--- src/design/blur_upscale_1to3_line_defines.svh ---
// assertion macros for the horizontal 3x line upscaler
// used by the top level, expects signals clk and rst in scope
`ifndef BLUR_UPSCALE_1TO3_LINE_DEFINES_SVH
`define BLUR_UPSCALE_1TO3_LINE_DEFINES_SVH

// same-cycle implication, disabled while in reset
`define BU3_ASSERT_IMP(name, ante, cons) \
  name: assert property (@(posedge clk) disable iff (rst) (ante) |-> (cons)) \
    else $error("upscaler check failed");

// next-cycle implication, disabled while in reset
`define BU3_ASSERT_NEXT(name, ante, cons) \
  name: assert property (@(posedge clk) disable iff (rst) (ante) |=> (cons)) \
    else $error("upscaler check failed");

`endif

--- src/design/bu3_pkg.sv ---
// shared types, constants and weight helper for the 3x line upscaler
// no dependencies
`default_nettype none

package bu3_pkg;

  localparam int PIX_W      = 32;
  localparam int CH_W       = 8;
  localparam int NUM_CH     = PIX_W / CH_W;
  localparam int BLUR_W     = 7;
  localparam int WGT_W      = 9;
  localparam int WEIGHT_ONE = 256;
  localparam int SUM_W      = WGT_W + CH_W + 1;

  // blend weights derived from the blur setting
  typedef struct packed {
    logic [WGT_W-1:0] w0;
    logic [WGT_W-1:0] w1;
    logic [WGT_W-1:0] w2;
    logic [WGT_W-1:0] w3;
  } weights_t;

  // weights applied to left, center and right neighbor
  typedef struct packed {
    logic [WGT_W-1:0] wp;
    logic [WGT_W-1:0] wc;
    logic [WGT_W-1:0] wn;
  } tap_wgt_t;

  // which of the three output pixels of a source pixel is being produced
  typedef enum logic [1:0] {
    PH_LEFT,
    PH_MID,
    PH_RIGHT
  } phase_t;

  function automatic weights_t calc_weights(input logic [BLUR_W-1:0] blur);
    weights_t         w;
    logic [WGT_W-1:0] half;
    half = WGT_W'(blur >> 1);
    w.w0 = half;
    w.w1 = WGT_W'(blur) + half;
    w.w2 = WGT_W'(WEIGHT_ONE) - w.w1;
    w.w3 = WGT_W'(WEIGHT_ONE) - (half << 1);
    return w;
  endfunction

endpackage

`default_nettype wire

--- src/design/blur_upscale_1to3_line.sv ---
// top level of the horizontal 3x line upscaler with linear blur
// depends on bu3_pkg, bu3_weights, bu3_mix and the assertion macro header
`default_nettype none
`include "blur_upscale_1to3_line_defines.svh"

// Each source pixel of a scan line yields three output pixels, blended with
// its left and right neighbors by weights set from blur_strength (cfg_data);
// border pixels repeat themselves. The outputs of a pixel come out when its
// right neighbor arrives, or at once when s_axis_tlast marks it as the line's
// last pixel, in which case the last pixel's three outputs follow (six in
// all); m_axis_tlast marks the final output caused by each input item. The
// first pixel of a line is absorbed with no output. One output pixel leaves
// per cycle through the output register while m_axis_tready does not stall
// it. A new item is accepted in the same cycle the held item issues its
// final output.
module blur_upscale_1to3_line (
  input  wire logic        clk,
  input  wire logic        rst,
  // input pixels
  input  wire logic        s_axis_tvalid,
  output logic             s_axis_tready,
  input  wire logic [31:0] s_axis_tdata,   // [31:0] in_pixel
  input  wire logic        s_axis_tlast,   // line_end
  // output pixels
  output logic             m_axis_tvalid,
  input  wire logic        m_axis_tready,
  output logic [31:0]      m_axis_tdata,   // [31:0] out_pixel
  output logic             m_axis_tlast,   // last_of_run
  // blur setting
  input  wire logic        cfg_valid,
  output logic             cfg_ready,
  input  wire logic [6:0]  cfg_data        // [6:0] blur_strength
);
  import bu3_pkg::*;

  weights_t           weights;
  tap_wgt_t           taps;
  logic               hold_valid;
  logic [PIX_W-1:0]   hold_pixel;
  logic               hold_last;
  logic               started;
  logic [PIX_W-1:0]   prev_pixel;
  logic [PIX_W-1:0]   curr_pixel;
  logic               grp;
  phase_t             phase;
  logic [PIX_W-1:0]   tap_p;
  logic [PIX_W-1:0]   tap_c;
  logic [PIX_W-1:0]   tap_n;
  logic [PIX_W-1:0]   mixed;
  logic               out_free;
  logic               empty_item;
  logic               two_groups;
  logic               emit;
  logic               final_emit;
  logic               done;

  bu3_weights u_weights (
    .clk       (clk),
    .rst       (rst),
    .cfg_valid (cfg_valid),
    .cfg_ready (cfg_ready),
    .cfg_data  (cfg_data),
    .weights   (weights)
  );

  // issue control for the held item
  assign out_free      = !m_axis_tvalid || m_axis_tready;
  assign empty_item    = hold_valid && !started && !hold_last;
  assign two_groups    = started && hold_last;
  assign emit          = hold_valid && !empty_item && out_free;
  assign final_emit    = emit && (phase == PH_RIGHT) && (grp || !two_groups);
  assign done          = empty_item || final_emit;
  assign s_axis_tready = !hold_valid || done;

  // neighbor selection: first group uses held pixels, second the last pixel
  always_comb begin
    if (!grp && started) begin
      tap_p = prev_pixel;
      tap_c = curr_pixel;
      tap_n = hold_pixel;
    end else begin
      tap_p = started ? curr_pixel : hold_pixel;
      tap_c = hold_pixel;
      tap_n = hold_pixel;
    end
  end

  // weights for the output being produced
  always_comb begin
    case (phase)
      PH_LEFT:  taps = '{wp: weights.w1, wc: weights.w2, wn: '0};
      PH_MID:   taps = '{wp: weights.w0, wc: weights.w3, wn: weights.w0};
      PH_RIGHT: taps = '{wp: '0, wc: weights.w2, wn: weights.w1};
      default:  taps = '{wp: '0, wc: '0, wn: '0};
    endcase
  end

  bu3_mix u_mix (
    .prev_px (tap_p),
    .cur_px  (tap_c),
    .next_px (tap_n),
    .taps    (taps),
    .mixed   (mixed)
  );

  // input register
  always_ff @(posedge clk) begin
    if (rst) begin
      hold_valid <= 1'b0;
    end else if (s_axis_tready) begin
      hold_valid <= s_axis_tvalid;
    end
  end

  always_ff @(posedge clk) begin
    if (s_axis_tvalid && s_axis_tready) begin
      hold_pixel <= s_axis_tdata;
      hold_last  <= s_axis_tlast;
    end
  end

  // output counters
  always_ff @(posedge clk) begin
    if (rst) begin
      phase <= PH_LEFT;
      grp   <= 1'b0;
    end else if (emit) begin
      case (phase)
        PH_LEFT:  phase <= PH_MID;
        PH_MID:   phase <= PH_RIGHT;
        default: begin
          phase <= PH_LEFT;
          grp   <= !final_emit;
        end
      endcase
    end
  end

  // line state, updated when the held item is finished
  always_ff @(posedge clk) begin
    if (rst) begin
      started <= 1'b0;
    end else if (done) begin
      started <= !hold_last;
    end
  end

  always_ff @(posedge clk) begin
    if (done) begin
      prev_pixel <= started ? curr_pixel : hold_pixel;
      curr_pixel <= hold_pixel;
    end
  end

  // output register
  always_ff @(posedge clk) begin
    if (rst) begin
      m_axis_tvalid <= 1'b0;
    end else if (out_free) begin
      m_axis_tvalid <= emit;
    end
  end

  always_ff @(posedge clk) begin
    if (emit) begin
      m_axis_tdata <= mixed;
      m_axis_tlast <= final_emit;
    end
  end

  // checks
  `BU3_ASSERT_IMP(a_grp_only_on_line_end, grp, hold_valid && started && hold_last)
  `BU3_ASSERT_IMP(a_no_take_mid_item, emit && !final_emit, !s_axis_tready)
  `BU3_ASSERT_NEXT(a_line_end_clears, done && hold_last, !started && !grp)

endmodule

`default_nettype wire

--- src/design/bu3_weights.sv ---
// blur setting register, holds the precomputed blend weights
// depends on bu3_pkg
`default_nettype none

module bu3_weights (
  input  wire logic                      clk,
  input  wire logic                      rst,
  input  wire logic                      cfg_valid,
  output logic                           cfg_ready,
  input  wire logic [bu3_pkg::BLUR_W-1:0] cfg_data,
  output bu3_pkg::weights_t              weights
);
  import bu3_pkg::*;

  // always able to take a write
  assign cfg_ready = 1'b1;

  // weights updated on each write, plain tripling after reset
  always_ff @(posedge clk) begin
    if (rst) begin
      weights <= calc_weights(BLUR_W'(0));
    end else if (cfg_valid) begin
      weights <= calc_weights(cfg_data);
    end
  end

endmodule

`default_nettype wire

--- src/design/bu3_mix.sv ---
// per-channel weighted blend of three neighboring pixels
// depends on bu3_pkg
`default_nettype none

module bu3_mix (
  input  wire logic [bu3_pkg::PIX_W-1:0] prev_px,
  input  wire logic [bu3_pkg::PIX_W-1:0] cur_px,
  input  wire logic [bu3_pkg::PIX_W-1:0] next_px,
  input  wire bu3_pkg::tap_wgt_t          taps,
  output logic [bu3_pkg::PIX_W-1:0]      mixed
);
  import bu3_pkg::*;

  logic [SUM_W-1:0] sum [NUM_CH];

  // weights sum to one, so bits above the shifted byte stay zero
  always_comb begin
    for (int ch = 0; ch < NUM_CH; ch++) begin
      sum[ch] = SUM_W'(taps.wp) * SUM_W'(prev_px[ch*CH_W +: CH_W])
              + SUM_W'(taps.wc) * SUM_W'(cur_px[ch*CH_W +: CH_W])
              + SUM_W'(taps.wn) * SUM_W'(next_px[ch*CH_W +: CH_W]);
      mixed[ch*CH_W +: CH_W] = sum[ch][CH_W +: CH_W];
    end
  end

endmodule

`default_nettype wire
--- config.mk ---
export PLATFORM = sky130hd
export DESIGN_NAME = blur_upscale_1to3_line
export DESIGN_NICKNAME = d
export VERILOG_FILES = /design/src/design/bu3_pkg.sv /design/src/design/blur_upscale_1to3_line.sv /design/src/design/bu3_weights.sv /design/src/design/bu3_mix.sv
export VERILOG_INCLUDE_DIRS = /design/src /design/src/design
export SDC_FILE = /design/constraint.sdc
export NUM_CORES = 2
export LEC_CHECK = 0
export ABC_AREA = 1
export BUFFER_PORTS_ARGS = -buffer_cell sky130_fd_sc_hd__clkbuf_2
export CELL_PAD_IN_SITES_DETAIL_PLACEMENT = 1
export CELL_PAD_IN_SITES_GLOBAL_PLACEMENT = 2
export CORE_MARGIN = 2
export CORE_UTILIZATION = 42
export CTS_BUF_LIST = sky130_fd_sc_hd__clkbuf_4 sky130_fd_sc_hd__clkbuf_8
export CTS_CLUSTER_DIAMETER = 40
export DETAILED_ROUTE_END_ITERATION = 10
export GPL_ROUTABILITY_DRIVEN = 1
export PLACE_DENSITY = 0.84
export SLEW_MARGIN = 20
export SYNTH_ARGS = -nofsm -noshare
export SYNTH_HDL_FRONTEND = slang
export SYNTH_SLANG_ARGS = --single-unit
--- constraint.sdc ---
create_clock -name clk -period 7.8 [get_ports clk]
set_input_delay 0.78 -clock clk [delete_from_list [all_inputs] [get_ports clk]]
set_output_delay 0.78 -clock clk [all_outputs]
set_load 0.01 [all_outputs]
==> summary.md <==
| Metric | Value |
|---|---|
| Number of synthesized flops with an enable pin | 130 |
| Worst hold path class | input port to register |
| GR Overflow Total | 0 |
| R2R Setup Slk | 0.54 ns |
| Reg-to-reg startpoint | phase[0]$_SDFFE_PP0P_ |
| Crit path from | phase[0]$_SDFFE_PP0P_ |
| Pwr per Cell Area | 344 nW/um2 |
| Critical Path AT | 7.66 ns |
| Post-detail-place hpwl | 91900 um |
| TNS Setup | 0 ns |
| Endpoints failing hold | 0 |
| Worst-Margin Slew | 1.13 ns |
| Mapped cell area | 34200 um2 |
| Cell leakage power | 19.1 nW |
| Latest clock arrival within the worst-skew pair | 0.64 ns |
| Die height | 289 um |
| Clock-pin slew on the worst setup and hold paths | 0.13 ns |
| Nets | 5107 |
| Met1 Track Usage GR | 38.0% |
| Via count | 26.1k |
| First-pass GRT wire length | 172000 um |
| Post-CTS sizing | 0 |
| Post-Synthesis Mean Instance Area | 8.61 um2 |
| Vias in the first global route | 28.9k |
| Grt met2 use | 46.5% |
| Critical path peak fanout | 12 |
| Layout area overhead | 6.83% |
| Max Clk Rate | 138 MHz |
| Largest net degree at the start of global routing | 67 |
| Initial core utilization | 42.4% |
| Antenna violations before repair | 2 |
| Post-Syn Instances | 3971 |
| Fin crit period | 7.26 ns |
| Sink Count | 165 |
| Setup Buffers After CTS | 0 |
| Syn. warnings | 0 |
| DR pass1 iterations | 5 |
| I/O Pins | 81 |
| # hold bufs at CTS | 0 |
| Commonest non-fill, non-tap cells in the layout | 1092 x inv_1, 656 x nand2_1, 653 x fa_1 |
| WS Path Type | register to register |
| Last element of the critical path | m_axis_tdata[19]$_DFFE_PP_ |
| Power, Total | 12.6 mW |
| # DRC | 0 |
| Share of layout cells above drive strength 1 | 7.60% |
| CTS tree | done |
| Synth cell types | 54 |
| Met3 Usage GRT | 3.87% |
| Worst reg-to-reg path cell count | 27 |
| Placed insts | 5096 |
| Most common cell after layout, fill and taps aside | inv_1 |
| Clk_skew | 0.0333 ns |
| Non-filler cells, final | 5130 |
| Max IR drop VDD | 0.000321 V |
| Synth async-reset ratio | 0% |
| Routability Congestion | 0.916 |
| CTS root buf | clkbuf_8 |
| Final antenna-violating net count | 0 |
| Rel. slew slack | 24.6% |
| Critical R2R Capture | m_axis_tdata[19]$_DFFE_PP_ |
| Setup violations, final | 0 |
| Rows | 104 |
| DR vias/cell | 5.08 |
| Seq/Total Area, Yosys | 13.5% |
| Critical path data required time | 8.19 ns |
| Slew Limit Fails | 0 |
| Top Usage Layer GRT | met2 |
| Synthesized flop and latch total | 165 |
| Critical Path Start Type | register |
| Synth Flop Type | edfxtp_1 |
| WL per Instance | 21.6 um |
| Starting DRC count in detailed routing | 1698 |
| Final wirelength | 111000 um |
| Post-Syn Nets | 5023 |
| Die area | 83700 um2 |
| Final period utilization | 93.1% |
| IO buf count | 79 |
| CTS buffer count | 17 |
| Layout fillers | 9585 |
| CTS max path bufs | 2 |
| Total Routing Usage GR | 28.0% |
| Max-Cap Viols | 0 |
| Status | finished clean |
| Worst setup EP type | register |
| H-tree Lvls | 4 |
| RSZ-0062 raised after global routing | false |
| Die Wd | 289 um |
| Core area | 80500 um2 |
-- layer usage --
| layer | routed length (um) | vias up |
|---|---|---|
| met3 | 6210 | 151 |
| met5 | 0 | - |
| li1 | - | 11800 |
| met2 | 53300 | 716 |
| met4 | 3280 | 0 |
| met1 | 48200 | 13400 |
-- layout make-up --
type	count	area, um2	share of cell area [%]
Tap cell	1060	1330	3.63
Timing Repair Buffer	156	1010	2.77
Multi-Input combinational cell	2598	24900	68.3
Clock inverter	15	214	0.586
Clock buffer	17	234	0.641
Sequential cell	165	4610	12.6
Antenna cell	2	5.00	0.0137
Inverter	1117	4200	11.5
-- cells by family (layout without fill, tap and decap cells) --
| kind of cell | count (synthesis) | in the layout | share of synthesized area (%) |
|---|---|---|---|
| buffers and inverters | 1208 | 1305 | 13.7 |
| AOI/OAI and AO/OA | 228 | 228 | 4.08 |
| and+or+nand+nor | 1293 | 1293 | 15.1 |
| DFF | 165 | 165 | 13.5 |
| adders and majority gates | 1007 | 1007 | 51.2 |
| xor gates and xnor gates | 49 | 49 | 1.26 |
| muxes | 20 | 20 | 1.19 |
| other | 1 | 3 | 0.0110 |
-- registers in the layout (all words and copies together), names as in the netlist --
name	flops
hold_last	1
m_axis_tvalid	1
prev_pixel	32
started	1
hold_pixel	32
u_weights.weights	29
grp	1
phase	2
m_axis_tdata	32
m_axis_tlast	1
hold_valid	1
curr_pixel	32
-- how the worst min path moves through the flow --
stage	cells after the start	slack, ns	end	start
after floorplan	0	0.42	curr_pixel[26]$_DFFE_PP_	hold_pixel[26]$_DFFE_PP_
after global routing	1	0.28	hold_pixel[20]$_DFFE_PP_	s_axis_tdata[20]
after global placement	2	0.46	u_weights.weights[11]$_SDFFE_PP0P_	u_weights.weights[11]$_SDFFE_PP0P_
final	1	0.31	hold_pixel[28]$_DFFE_PP_	s_axis_tdata[28]
after detailed placement	2	0.47	u_weights.weights[11]$_SDFFE_PP0P_	u_weights.weights[11]$_SDFFE_PP0P_
after CTS	1	0.25	hold_pixel[28]$_DFFE_PP_	s_axis_tdata[28]
-- cells in the mapped netlist (16+ instances only) --
cell	count	area share, %
inv_1	1094	12
nand2_1	657	7.2
fa_1	653	38
nor2_1	504	5.5
ha_1	354	13
edfxtp_1	130	11
a21oi_1	76	1.1
o21ai_0	70	1.0
buf_2	49	0.72
nand3_1	49	0.72
dfxtp_1	35	2.0
o21ai_2	33	0.85
xor2_1	33	0.85
clkbuf_1	24	0.26
o21ai_1	23	0.34
inv_2	20	0.22
or2_1	19	0.35
xnor2_1	16	0.41
-- worst max-delay path, stage by stage (launching register included) --
cell     delay (ns)
dfxtp_2        0.55
inv_1          0.15
nand2_1        0.22
inv_1          0.18
nand2_1        0.11
nand2_2        0.08
inv_1          0.69
nor2_1         0.13
fa_1           0.53
inv_1          0.07
fa_1           0.49
inv_1          0.05
fa_1           0.49
fa_1           0.50
fa_1           0.50
fa_1           0.49
inv_1          0.05
fa_1           0.48
inv_1          0.05
ha_1           0.34
a21oi_1        0.26
o21ai_0        0.17
inv_1          0.09
nand2_1        0.09
nand2_1        0.09
nand2_1        0.05
nand2_1        0.06
nand2_1        0.05
-- report_power, final --
group          total (mW)  internal (mW)  switching, mW
combinational        10.3           3.76           6.57
clock               0.761          0.262          0.500
sequential           1.46           1.38         0.0772
-- through the flow --
stage / worst slack, ns / utilization, % / area (um2) / hold WS, ns
3_5_place_dp: 0.439 / 44.8 / 36100 / 0.468
3_3_place_gp: 0.467 / 44.8 / 36100 / 0.464
6_report: 0.536 / 45.3 / 36500 / 0.306
5_1_grt: 0.199 / 45.3 / 36500 / 0.279
2_1_floorplan: 1.63 / - / 34200 / 0.424
4_1_cts: 0.385 / 45.3 / 36500 / 0.255
Note: power is estimated with default switching activity, not from simulation.
